===== src/hdl/rwsp_pkg.sv =====
// Package for the RIFF/WAVE stream parser: tags, result codes, result record.
// No dependencies; used by every module of the parser.
package rwsp_pkg;

    // Chunk and form tags as they arrive, first byte in the high bits
    localparam logic [31:0] TAG_RIFF = 32'h5249_4646;
    localparam logic [31:0] TAG_WAVE = 32'h5741_5645;
    localparam logic [31:0] TAG_FMT  = 32'h666D_7420;
    localparam logic [31:0] TAG_DATA = 32'h6461_7461;

    // Bytes of the fmt chunk kept (extended format header)
    localparam int FMT_CAP   = 18;
    localparam int FMT_POS_W = $clog2(FMT_CAP + 1);

    // Result kinds
    localparam logic [2:0] KIND_SAMPLE   = 3'd0;
    localparam logic [2:0] KIND_FORMAT   = 3'd1;
    localparam logic [2:0] KIND_DATA     = 3'd2;
    localparam logic [2:0] KIND_BAD_RIFF = 3'd3;
    localparam logic [2:0] KIND_BAD_WAVE = 3'd4;
    localparam logic [2:0] KIND_NO_FMT   = 3'd5;
    localparam logic [2:0] KIND_NO_DATA  = 3'd6;

    // One result item
    typedef struct packed {
        logic [2:0]  kind;
        logic [7:0]  sample_byte;
        logic        last_sample;
        logic [31:0] data_size;
        logic [15:0] format_tag;
        logic [15:0] channel_count;
        logic [31:0] sample_rate;
        logic [31:0] byte_rate;
        logic [15:0] block_align;
        logic [15:0] sample_bits;
        logic [15:0] extra_size;
    } t_result;

endpackage


===== src/hdl/rwsp_parser.sv =====
// Parse state machine: tags, sizes, byte counts, fmt capture, result forming.
// Depends on rwsp_pkg.
module rwsp_parser
    import rwsp_pkg::*;
(
    input  logic       i_clk,
    input  logic       i_rst_n,
    input  logic       i_accept,
    input  logic [7:0] i_byte,
    input  logic       i_eos,
    output logic       o_res_valid,
    output t_result    o_res
);

    // Parse phases
    localparam logic [3:0] PH_RIFF  = 4'd0;
    localparam logic [3:0] PH_RSIZE = 4'd1;
    localparam logic [3:0] PH_WAVE  = 4'd2;
    localparam logic [3:0] PH_ID1   = 4'd3;
    localparam logic [3:0] PH_SZ1   = 4'd4;
    localparam logic [3:0] PH_FMT   = 4'd5;
    localparam logic [3:0] PH_SKIP1 = 4'd6;
    localparam logic [3:0] PH_ID2   = 4'd7;
    localparam logic [3:0] PH_SZ2   = 4'd8;
    localparam logic [3:0] PH_SKIP2 = 4'd9;
    localparam logic [3:0] PH_DATA  = 4'd10;
    localparam logic [3:0] PH_IDLE  = 4'd11;

    logic [3:0]           r_phase, n_phase;
    logic [1:0]           r_idx, n_idx;
    logic [31:0]          r_tag, n_tag;
    logic [31:0]          r_size, n_size;
    logic [31:0]          r_left, n_left;
    logic [FMT_POS_W-1:0] r_pos, n_pos;
    logic [FMT_POS_W-1:0] r_cap, n_cap;
    logic                 r_seen, n_seen;
    logic [7:0]           r_store [FMT_CAP];
    logic [7:0]           n_store [FMT_CAP];

    logic        hdr_done;
    logic [31:0] tag_in;
    logic [31:0] size_in;
    logic        left_end;
    logic        res_valid;
    logic [2:0]  kind;
    logic [7:0]  sample;
    logic        last;
    logic [31:0] dsize;
    logic        err_valid;
    logic [2:0]  err_kind;

    assign hdr_done = (r_idx == 2'd3);
    assign tag_in   = {r_tag[23:0], i_byte};
    assign size_in  = {i_byte, r_size[31:8]};
    assign left_end = (r_left == 32'd1);

    // Next state and result for the byte on the input
    always_comb begin
        n_phase   = r_phase;
        n_idx     = r_idx;
        n_tag     = r_tag;
        n_size    = r_size;
        n_left    = r_left;
        n_pos     = r_pos;
        n_cap     = r_cap;
        n_seen    = r_seen;
        n_store   = r_store;
        res_valid = 1'b0;
        kind      = KIND_SAMPLE;
        sample    = 8'd0;
        last      = 1'b0;
        dsize     = 32'd0;

        unique case (r_phase)
            PH_RIFF, PH_WAVE, PH_ID1, PH_ID2: begin
                n_tag = tag_in;
                n_idx = r_idx + 2'd1;
                if (hdr_done) begin
                    unique case (r_phase)
                        PH_RIFF: begin
                            if (tag_in == TAG_RIFF) begin
                                n_phase = PH_RSIZE;
                            end else begin
                                res_valid = 1'b1;
                                kind      = KIND_BAD_RIFF;
                                n_phase   = PH_IDLE;
                            end
                        end
                        PH_WAVE: begin
                            if (tag_in == TAG_WAVE) begin
                                n_phase = PH_ID1;
                            end else begin
                                res_valid = 1'b1;
                                kind      = KIND_BAD_WAVE;
                                n_phase   = PH_IDLE;
                            end
                        end
                        PH_ID1:  n_phase = PH_SZ1;
                        default: n_phase = PH_SZ2;
                    endcase
                end
            end
            PH_RSIZE: begin
                n_size = size_in;
                n_idx  = r_idx + 2'd1;
                if (hdr_done) begin
                    n_phase = PH_WAVE;
                end
            end
            PH_SZ1: begin
                n_size = size_in;
                n_idx  = r_idx + 2'd1;
                if (hdr_done) begin
                    if (r_tag == TAG_FMT) begin
                        for (int i = 0; i < FMT_CAP; i++) begin
                            n_store[i] = 8'd0;
                        end
                        n_pos = '0;
                        if (size_in == 32'd0) begin
                            n_seen    = 1'b1;
                            res_valid = 1'b1;
                            kind      = KIND_FORMAT;
                            n_phase   = PH_ID2;
                        end else begin
                            n_left  = size_in;
                            n_cap   = (size_in < 32'(FMT_CAP)) ?
                                      size_in[FMT_POS_W-1:0] : FMT_POS_W'(FMT_CAP);
                            n_phase = PH_FMT;
                        end
                    end else if (size_in == 32'd0) begin
                        n_phase = PH_ID1;
                    end else begin
                        n_left  = size_in;
                        n_phase = PH_SKIP1;
                    end
                end
            end
            PH_FMT: begin
                // capture up to the cap, count down the whole chunk
                if (r_pos < FMT_POS_W'(FMT_CAP)) begin
                    n_store[r_pos] = i_byte;
                    n_pos          = r_pos + 1'b1;
                    if (r_pos + 1'b1 == r_cap) begin
                        n_seen    = 1'b1;
                        res_valid = 1'b1;
                        kind      = KIND_FORMAT;
                    end
                end
                n_left = r_left - 32'd1;
                if (left_end) begin
                    n_phase = PH_ID2;
                end
            end
            PH_SKIP1, PH_SKIP2: begin
                n_left = r_left - 32'd1;
                if (left_end) begin
                    n_phase = (r_phase == PH_SKIP1) ? PH_ID1 : PH_ID2;
                end
            end
            PH_SZ2: begin
                n_size = size_in;
                n_idx  = r_idx + 2'd1;
                if (hdr_done) begin
                    if (r_tag == TAG_DATA) begin
                        res_valid = 1'b1;
                        kind      = KIND_DATA;
                        dsize     = size_in;
                        if (size_in == 32'd0) begin
                            n_phase = PH_IDLE;
                        end else begin
                            n_left  = size_in;
                            n_phase = PH_DATA;
                        end
                    end else if (size_in == 32'd0) begin
                        n_phase = PH_ID2;
                    end else begin
                        n_left  = size_in;
                        n_phase = PH_SKIP2;
                    end
                end
            end
            PH_DATA: begin
                res_valid = 1'b1;
                kind      = KIND_SAMPLE;
                sample    = i_byte;
                n_left    = r_left - 32'd1;
                if (left_end) begin
                    last    = 1'b1;
                    n_phase = PH_IDLE;
                end
            end
            default: begin
                n_phase = PH_IDLE;
            end
        endcase
    end

    // Error for a stream that ends early, judged on the phase reached
    always_comb begin
        err_valid = 1'b1;
        err_kind  = KIND_NO_DATA;
        priority if (n_phase == PH_RIFF || n_phase == PH_RSIZE) begin
            err_kind = KIND_BAD_RIFF;
        end else if (n_phase == PH_WAVE) begin
            err_kind = KIND_BAD_WAVE;
        end else if (n_phase >= PH_ID1 && n_phase <= PH_SKIP1) begin
            err_kind = KIND_NO_FMT;
        end else if (n_phase >= PH_ID2 && n_phase <= PH_SKIP2) begin
            err_kind = KIND_NO_DATA;
        end else begin
            err_valid = 1'b0;
        end
    end

    // Result record; format fields come from the updated store
    always_comb begin
        o_res_valid = i_accept && (res_valid || (i_eos && err_valid));
        o_res       = '0;
        if (i_eos && err_valid) begin
            o_res.kind = err_kind;
        end else begin
            o_res.kind        = kind;
            o_res.sample_byte = sample;
            o_res.last_sample = last;
            o_res.data_size   = dsize;
        end
        if (n_seen) begin
            o_res.format_tag    = {n_store[1], n_store[0]};
            o_res.channel_count = {n_store[3], n_store[2]};
            o_res.sample_rate   = {n_store[7], n_store[6], n_store[5], n_store[4]};
            o_res.byte_rate     = {n_store[11], n_store[10], n_store[9], n_store[8]};
            o_res.block_align   = {n_store[13], n_store[12]};
            o_res.sample_bits   = {n_store[15], n_store[14]};
            o_res.extra_size    = {n_store[17], n_store[16]};
        end
    end

    // State update; end of stream returns everything to the reset state
    always_ff @(posedge i_clk) begin
        if (!i_rst_n || (i_accept && i_eos)) begin
            r_phase <= PH_RIFF;
            r_idx   <= '0;
            r_tag   <= '0;
            r_size  <= '0;
            r_left  <= '0;
            r_pos   <= '0;
            r_cap   <= '0;
            r_seen  <= 1'b0;
            for (int i = 0; i < FMT_CAP; i++) begin
                r_store[i] <= 8'd0;
            end
        end else if (i_accept) begin
            r_phase <= n_phase;
            r_idx   <= n_idx;
            r_tag   <= n_tag;
            r_size  <= n_size;
            r_left  <= n_left;
            r_pos   <= n_pos;
            r_cap   <= n_cap;
            r_seen  <= n_seen;
            r_store <= n_store;
        end
    end

endmodule


===== src/hdl/rwsp_out_stage.sv =====
// Output register of the parser: holds one result until the receiver takes it.
// Depends on rwsp_pkg.
module rwsp_out_stage
    import rwsp_pkg::*;
(
    input  logic    i_clk,
    input  logic    i_rst_n,
    input  logic    i_load,
    input  t_result i_res,
    input  logic    i_tready,
    output logic    o_space,
    output logic    o_tvalid,
    output t_result o_res
);

    logic    r_valid;
    t_result r_res;

    // Room for a new result when empty or when the held one leaves now
    assign o_space  = !r_valid || i_tready;
    assign o_tvalid = r_valid;
    assign o_res    = r_res;

    always_ff @(posedge i_clk) begin
        if (!i_rst_n) begin
            r_valid <= 1'b0;
        end else if (i_load) begin
            r_valid <= 1'b1;
        end else if (i_tready) begin
            r_valid <= 1'b0;
        end
    end

    // Payload, no reset
    always_ff @(posedge i_clk) begin
        if (i_load) begin
            r_res <= i_res;
        end
    end

endmodule


===== src/hdl/riff_wave_stream_parser.sv =====
// RIFF/WAVE stream parser, top level.
// Depends on rwsp_pkg, rwsp_parser and rwsp_out_stage.
//
// Usage:
//   The slave stream carries the WAV file one byte per request: tdata holds
//   the byte, tlast marks the final byte of the file. The master stream
//   carries results: tuser holds the kind (sample byte, format ready, data
//   start or one of four errors), tlast marks the last byte of the data
//   chunk, tdata holds the sample byte, data size and the fmt fields.
//   Bytes that produce no result (tags, sizes, skipped chunks) are simply
//   consumed.
//   A result is registered and shows on the master side in the cycle after
//   its byte is accepted. Throughput: one byte per cycle unless stalled,
//   as the single output register reloads in the same cycle it empties.
//   Reset clears the parse state and drops any held result; the first byte
//   after reset is taken as the start of a file. A tlast byte returns the
//   parser to that start state after its result is formed.
//   When the receiver stalls with a result held, s_axis_tready falls and
//   input bytes wait; nothing is dropped.
module riff_wave_stream_parser
    import rwsp_pkg::*;
(
    input  logic         i_clk,
    input  logic         i_rst_n,
    input  logic         s_axis_tvalid,
    output logic         s_axis_tready,
    input  logic [7:0]   s_axis_tdata,   // [7:0] stream_byte
    input  logic         s_axis_tlast,   // end_of_stream
    output logic         m_axis_tvalid,
    input  logic         m_axis_tready,
    // [7:0] sample_byte, [39:8] data_size, [55:40] format_tag,
    // [71:56] channel_count, [103:72] sample_rate, [135:104] byte_rate,
    // [151:136] block_align, [167:152] sample_bits, [183:168] extra_size
    output logic [183:0] m_axis_tdata,
    output logic [2:0]   m_axis_tuser,   // [2:0] kind
    output logic         m_axis_tlast    // last_sample
);

    logic    in_accept;
    logic    space;
    logic    res_valid;
    t_result res;
    t_result out_res;

    assign s_axis_tready = space;
    assign in_accept     = s_axis_tvalid && space;

    rwsp_parser u_parser (
        .i_clk       (i_clk),
        .i_rst_n     (i_rst_n),
        .i_accept    (in_accept),
        .i_byte      (s_axis_tdata),
        .i_eos       (s_axis_tlast),
        .o_res_valid (res_valid),
        .o_res       (res)
    );

    rwsp_out_stage u_out (
        .i_clk    (i_clk),
        .i_rst_n  (i_rst_n),
        .i_load   (res_valid),
        .i_res    (res),
        .i_tready (m_axis_tready),
        .o_space  (space),
        .o_tvalid (m_axis_tvalid),
        .o_res    (out_res)
    );

    // Pack the result, first field lowest
    assign m_axis_tdata = {out_res.extra_size, out_res.sample_bits, out_res.block_align,
                           out_res.byte_rate, out_res.sample_rate, out_res.channel_count,
                           out_res.format_tag, out_res.data_size, out_res.sample_byte};
    assign m_axis_tuser = out_res.kind;
    assign m_axis_tlast = out_res.last_sample;

endmodule


===== config.mk =====
export PLATFORM = sky130hd
export DESIGN_NAME = riff_wave_stream_parser
export DESIGN_NICKNAME = d
export VERILOG_FILES = /design/src/hdl/rwsp_pkg.sv /design/src/hdl/rwsp_parser.sv /design/src/hdl/rwsp_out_stage.sv /design/src/hdl/riff_wave_stream_parser.sv
export SDC_FILE = /design/constraint.sdc
export NUM_CORES = 1
export LEC_CHECK = 0
export ABC_CLOCK_PERIOD_IN_PS = 14300
export BUFFER_PORTS_ARGS = -buffer_cell sky130_fd_sc_hd__buf_2
export CAP_MARGIN = 20
export CORE_ASPECT_RATIO = 0.7
export CORE_MARGIN = 1.5
export CORE_UTILIZATION = 41
export CTS_BUF_LIST = sky130_fd_sc_hd__clkbuf_8 sky130_fd_sc_hd__clkbuf_16
export CTS_CLUSTER_DIAMETER = 30
export DETAILED_ROUTE_END_ITERATION = 16
export PLACE_DENSITY = 0.68
export SYNTH_ARGS = -nofsm -noshare
export SYNTH_HDL_FRONTEND = slang
export SYNTH_SLANG_ARGS = --single-unit

===== constraint.sdc =====
create_clock -name i_clk -period 14.3 [get_ports i_clk]
set_input_delay 1.43 -clock i_clk [delete_from_list [all_inputs] [get_ports i_clk]]
set_output_delay 1.43 -clock i_clk [all_outputs]
set_load 0.02 [all_outputs]

=== After elaboration in Yosys (flattened, before gate mapping) ===
Cells that the tools add are included.

* Bits in registers: 446
* Input bits: 13
* Output and inout port bits: 190
* Word-level logic and storage cells: 186

* Add/subtract/negate cells: 3
* Order comparisons: 8
* Eq/ne operators: 24
* Muxes and demuxes: 74
* Bitwise operators: 6
* Reductions and logical operators: 33

{| class="wikitable"
|+ Operator list
! cell !! number
|-
| $mux 144 || 3
|-
| $pmux 144 s2 || 1
|-
| $bwmux 144 || 1
|-
| $eq 32x31->1 const B || 4
|-
| $mux 32 || 2
|-
| $pmux 32 s2 || 1
|-
| $mux 4 || 12
|-
| $demux 8 s5 || 1
|-
| $mux 3 || 11
|-
| $eq 32x1->1 const B || 1
|-
| $logic_not 32->1 || 1
|-
| $lt 32x5->1 const B || 1
|-
| $sub 32x1->32 const B || 1
|-
| $pmux 4 s7 || 1
|-
| $mux 1 || 25
|-
| $mux 5 || 4
|-
| $eq 4x3->1 const B || 4
|-
| $eq 4x2->1 const B || 3
|-
| $eq 4x4->1 const B || 3
|-
| $pmux 3 s4 || 1
|-
| $pmux 4 s3 || 1
|-
| $reduce_or 4->1 || 3
|-
| $pmux 5 s2 || 1
|-
| $reduce_and 5->1 || 2
|-
| other kinds (32) || 60
|}

=== Longest topological paths before layout ===
* Depth in word-level cells: 15
* Gate-level depth with buffers: 11
* Gate-level depth less buffers: 9

=== Hierarchy ===
A second synthesis with hierarchy kept.

* Cells, all modules: 1921
* Area, all modules: 18841.8 µm²

{| class="wikitable"
|+ By module, submodules not included
! module !! times used !! cells each !! area each (µm²) !! sequential area each (µm²)
|-
| rwsp_parser || 1 || 1728 || 13141.4 || 4984.8
|-
| rwsp_out_stage || 1 || 192 || 5694.2 || 5665.4
|-
| riff_wave_stream_parser || 1 || 1 || 6.3 || 0.0
|}

=== Worst setup path after synthesis ===
Ideal clock, no wire load.

* Path kind: input -> register
* Start: input s_axis_tdata[6]
* End: register u_out.r_res, in the netlist u_out.o_res[0], enable pin
* Arrival time: 11.338 ns
* Data required time: 13.560 ns
* Setup slack: 2.222 ns
* Stages on the path: 10
* Path through: clkbuf_1 -> or4bb_1 -> or4_4 -> or3b_2 -> nand3_1 -> and4b_1 -> buf_2 -> or2_1 -> a21oi_1 -> nor2_1

* Cells in the longest elaborated chain, start to end: 14

{| class="wikitable"
|+ Ends and longest elaborated chain
! item !! line !! source
|-
| start, declared || riff_wave_stream_parser.sv:27 || <nowiki>input logic [7:0] s_axis_tdata,</nowiki>
|-
| $eq 32x31->1 (tied with other cells) || rwsp_parser.sv:81 || <nowiki>if (tag_in == TAG_RIFF) begin</nowiki>
|-
| $mux 4 (tied with other cells) || rwsp_parser.sv:81 ||
|-
| $pmux 4 s3 (tied with other cells) || rwsp_parser.sv:79 || <nowiki>unique case (r_phase)</nowiki>
|-
| $mux 4, on equally long branches || rwsp_parser.sv:78, rwsp_parser.sv:113, rwsp_parser.sv:163 ||
|-
| $pmux 4 s7 || rwsp_parser.sv:74 || <nowiki>unique case (r_phase)</nowiki>
|-
| $ge 4x3->1 / $le 4x4->1 (equally long branches) || rwsp_parser.sv:208 || <nowiki>end else if (n_phase >= PH_ID2 && n_phase <= PH_SKIP2) begin</nowiki>
|-
| $logic_and 1x1->1 || rwsp_parser.sv:208 ||
|-
| $mux 1 || rwsp_parser.sv:208 ||
|-
| $mux 1 || rwsp_parser.sv:206 || <nowiki>end else if (n_phase >= PH_ID1 && n_phase <= PH_SKIP1) begin</nowiki>
|-
| $mux 1 || rwsp_parser.sv:204 || <nowiki>end else if (n_phase == PH_WAVE) begin</nowiki>
|-
| $mux 1 || rwsp_parser.sv:202 || <nowiki>priority if (n_phase == PH_RIFF || n_phase == PH_RSIZE) begin</nowiki>
|-
| $logic_and 1x1->1 || rwsp_parser.sv:217 || <nowiki>o_res_valid = i_accept && (res_valid || (i_eos && err_valid));</nowiki>
|-
| $logic_or 1x1->1 (*) || rwsp_parser.sv:217 ||
|-
| $logic_and 1x1->1 (*) || rwsp_parser.sv:217 ||
|-
| net res_valid || riff_wave_stream_parser.sv:41 || <nowiki>logic res_valid;</nowiki>
|-
| end signal, assigned || rwsp_out_stage.sv:37 || <nowiki>r_res <= i_res;</nowiki>
|-
| end, declared || rwsp_out_stage.sv:17 || <nowiki>t_result r_res;</nowiki>
|}

The timed path passes the listed nets; every way through them passes the cells marked *.
A chain may end at the register's enable or synchronous reset.

=== Worst setup path in the final report ===
* Start: input s_axis_tdata[7]
* End: register u_out.r_res, in the netlist u_out.o_res[28], enable pin

Same word-level chain as after synthesis.

==> Flow_metrics.wiki <==
{| class="wikitable"
! Metric !! Value
|-
| Run status || finished clean
|-
| Starting utilization of the core area || 41.9%
|-
| Hold Buf Count CTS || 0
|-
| Required time of the critical path || 14,520 ps
|-
| DR pass1 iterations || 9
|-
| Die Y-Extent || 183 µm
|-
| Number of enable-type register cells in the synthesized netlist || 188
|-
| Proportion of synthesized chip area in sequential cells || 56.0%
|-
| Worst Reg2Reg Path Length in Cells || 9
|-
| Vias in the first global route || 14,923
|-
| Final number of max-transition violations || 0
|-
| Setup crit end kind || flip-flop
|-
| Gate count of the mapped netlist || 1,946
|-
| WL final || 56,600 µm
|-
| Main area contributors after synthesis || edfxtp_1 (30%), dfxtp_1 (26%), a22oi_1 (12%)
|-
| TritonCTS clock tree || yes
|-
| Placement Cell Area || 20,300 µm²
|-
| Number of antenna-violating nets in the routed design || 0
|-
| Biggest fanout along the worst timing path || 82
|-
| Die X-Extent || 260 µm
|-
| DRT iter0 DRCs || 1,952
|-
| Beginning of the worst hold path || u_parser.r_tag[29]$_SDFFE_PP0P_
|-
| Comb power frac || 6.1%
|-
| Fin. Hold Viols || 0
|-
| Unique masters post-synth || 69
|-
| Global-route wire length before repair || 86,300 µm
|-
| Final clock period utilization by the worst path || 42.7%
|-
| Top-area cell type share of the netlist area || 29.7%
|-
| Clk_lat worst skew || 620 ps
|-
| Top Ports || 203
|-
| Post-cts repair resize count || 0
|-
| Setup slack, reg-to-reg || 9200 ps
|-
| Residual DRC || 0
|-
| Fin Setup TNS || 0 ps
|-
| Type of the tightest min-delay check || reg2reg
|-
| Count of maximum capacitance violations || 0
|-
| Fraction of layout cells with a size suffix above 1 || 19.2%
|-
| Most common library cell in the layout ignoring fill and taps || nor2_1
|-
| Clock transition at the registers of the reported paths || 50 ps
|-
| Synth Net Count || 1,966
|-
| Vias per cell || 5.84
|-
| Final non-filler cell area || 23,400 µm²
|-
| Mean post-synth cell area || 9.77 µm²
|-
| Clock buffers created by TritonCTS || 82
|-
| Worst path arrival time || 6330 ps
|-
| Buf/Inv on CP || 2
|-
| Shortest period the worst path allows || 6110 ps
|-
| Port Buffers || 202
|-
| Final weighted congestion in routability-driven placement || 0.907
|-
| Global routing usage summed across all routing layers || 23.2%
|-
| Leak pwr || 7.76 nW
|-
| Maximum operating frequency || 0.164 GHz
|-
| Fraction of power spent switching nets || 24.9%
|-
| Buffers from clock root to sink, at most || 3
|-
| Netlist area before placement || 19,000 µm²
|-
| Clk pwr share || 55.7%
|-
| Pin slew with the least headroom to its limit || 1160 ps
|-
| Proportion of register bits with asynchronous set or reset after synthesis || 0%
|-
| Crit path largest cell delay || 950 ps
|-
| Source of the critical timing path || s_axis_tdata[7]
|-
| Net count of the finished layout || 2,113
|-
| Reg2Reg Launch Point || u_parser.r_size[26]$_SDFFE_PP0P_
|-
| Setup repair after global routing missed its margin || no
|-
| Top cell type by total area after synthesis || edfxtp_1
|-
| Number of buffers inserted by post-CTS setup repair || 0
|-
| Core outline area || 45,400 µm²
|-
| Final worst clock skew || 20.0 ps
|-
| List of cells traversed by the critical path || buf_2 > nor4_1 > nand3_1 > nor3_1 > nand4b_1 > a31oi_1 > or2_1 > a21oi_1 > nor2_4 > buf_4
|-
| Crit path launch type || primary input
|-
| Maximum number of pins on one net before global-route repair || 95
|-
| Routed wirelength normalized by instance count || 20.5 µm
|-
| Classification of the worst setup path || in2reg
|-
| Global-route congestion overflow total || 0
|-
| Die outline area || 47,700 µm²
|-
| R2r endpoint || u_out.o_res[28]$_SDFFCE_PN0P_
|-
| Count of endpoints failing setup in the final report || 0
|-
| Total number of placement rows || 65
|-
| Total vias in the final route || 16,144
|-
| Clock root buffer || clkbuf_16
|-
| Antenna violations before repair || 2
|-
| Critical path capture point || u_out.o_res[28]$_SDFFCE_PN0P_
|-
| Post-synthesis sequential element count || 438
|-
| Area added between synthesis and finish || 22.9%
|-
| Delay-heaviest family, CP || simple AND/OR/NAND/NOR gates
|-
| Total number of cells along the worst setup path || 10
|-
| Max-slew headroom || 22.4%
|-
| P_int || 2.67 mW
|-
| Predominant post-synthesis flop cell || dfxtp_1
|-
| H-Tree Depth || 3
|-
| Top library cells by usage in the layout, fill and taps aside || nor2_1 (393), a22oi_1 (293), dfxtp_1 (250)
|-
| Detailed placement HPWL || 35,000 µm
|-
| Cell type of the slowest stage on the worst timing path || buf_4
|-
| Hold path depth || 2
|-
| Cell Pwr Density || 152 nW/µm²
|-
| Yosys warns || 0
|-
| Worst-case vdd ir drop || 0.0830 mV
|-
| Switching power of the nets || 0.886 mW
|-
| Number of sinks on the clock net || 438
|-
| Sequential share of power || 38.3%
|}
## cell families after synthesis
group,count (synthesis),synth area share [%]
simple gates,796,20.4
compound gates,489,17.5
flops,438,56.0
buf+inv,177,3.65
mux,29,1.53
xor+xnor,10,0.461
fa+ha+maj,7,0.461
## how the worst min path moves through the flow
stage and end:
2_1_floorplan u_parser.r_tag[30]$_SDFFE_PP0P_, 3_3_place_gp u_parser.r_tag[26]$_SDFFE_PP0P_, 3_5_place_dp u_parser.r_tag[29]$_SDFFE_PP0P_, 4_1_cts u_parser.r_tag[29]$_SDFFE_PP0P_
5_1_grt u_parser.r_tag[24]$_SDFFE_PP0P_, 6_report u_parser.r_tag[29]$_SDFFE_PP0P_
## Yosys cell counts, types with 7 or more instances
| cell type | number |
|---|---|
| nor2_1 | 396 |
| a22oi_1 | 293 |
| dfxtp_1 | 250 |
| edfxtp_1 | 188 |
| nand2_1 | 160 |
| clkbuf_1 | 150 |
| a21oi_1 | 82 |
| o21ai_0 | 57 |
| nand3_1 | 46 |
| and2_1 | 45 |
| mux2i_1 | 29 |
| nor3_1 | 29 |
| and3_1 | 18 |
| a211oi_1 | 16 |
| nand4_1 | 15 |
| nor4_1 | 14 |
| inv_1 | 12 |
| nand4_4 | 12 |
| buf_2 | 9 |
| nand3_4 | 8 |
| ha_1 | 7 |
| or3_1 | 7 |
## metal layers
| layer | routed length [µm] | track usage (%) | up-vias |
|---|---|---|---|
| met1 | 25400 | 33.9 | 7808 |
| li1 | - | - | 7403 |
| met3 | 5160 | 5.13 | 119 |
| met4 | 1420 | 7.68 | 2 |
| met2 | 24600 | 33.9 | 812 |
| met5 | 12 | 0 | - |
## tightest hold or removal path, stage by stage, from the launching register on
cell     delay [ps]
dfxtp_1         300
nand2_1          50
a21oi_1          50
## power groups by stage
| stage | registers [mW] | clock network [mW] | logic, mW |
|---|---|---|---|
| 2_1_floorplan | 1.42 | 0 | 0.107 |
| 3_3_place_gp | 1.38 | 0 | 0.205 |
| 3_5_place_dp | 1.38 | 0 | 0.211 |
| 4_1_cts | 1.36 | 2.00 | 0.212 |
| 5_1_grt | 1.36 | 2.06 | 0.229 |
| 6_report | 1.36 | 1.98 | 0.215 |
## per-stage QoR
step           hold WS [ps]  cells  power, mW  setup WS, ps  utilization (%)
6_report                454   2766       3.55          8190             51.5
5_1_grt                 477   2766       3.65          7860             51.5
4_1_cts                 455   2755       3.57          8300             51.2
3_5_place_dp            448   2602       1.59          7690             44.8
3_3_place_gp            440   2601       1.59          7900             44.7
2_1_floorplan           431   1946       1.53          2220                -
## state kept, by name, indices dropped and copies added, names as in the netlist
signal,flops
u_parser.r_size,24
u_parser.r_cap,5
u_parser.r_seen,1
u_parser.r_pos,5
u_parser.r_left,32
u_parser.r_phase,4
u_parser.r_store,144
u_parser.r_tag,32
u_out.o_res,188
u_out.o_tvalid,1
u_parser.r_idx,2
## cell type report
cell class,instances,area [µm²]
fillers,4012,22000
flip-flops and latches,438,10700
multi-input cells,1331,7730
clock buffers,93,2250
repair buffers,228,1290
well taps,603,754
clock inverters,60,646
inverters,12,45.0
diodes,1,2.50
No activity file was read; power rests on OpenSTA's default activity.
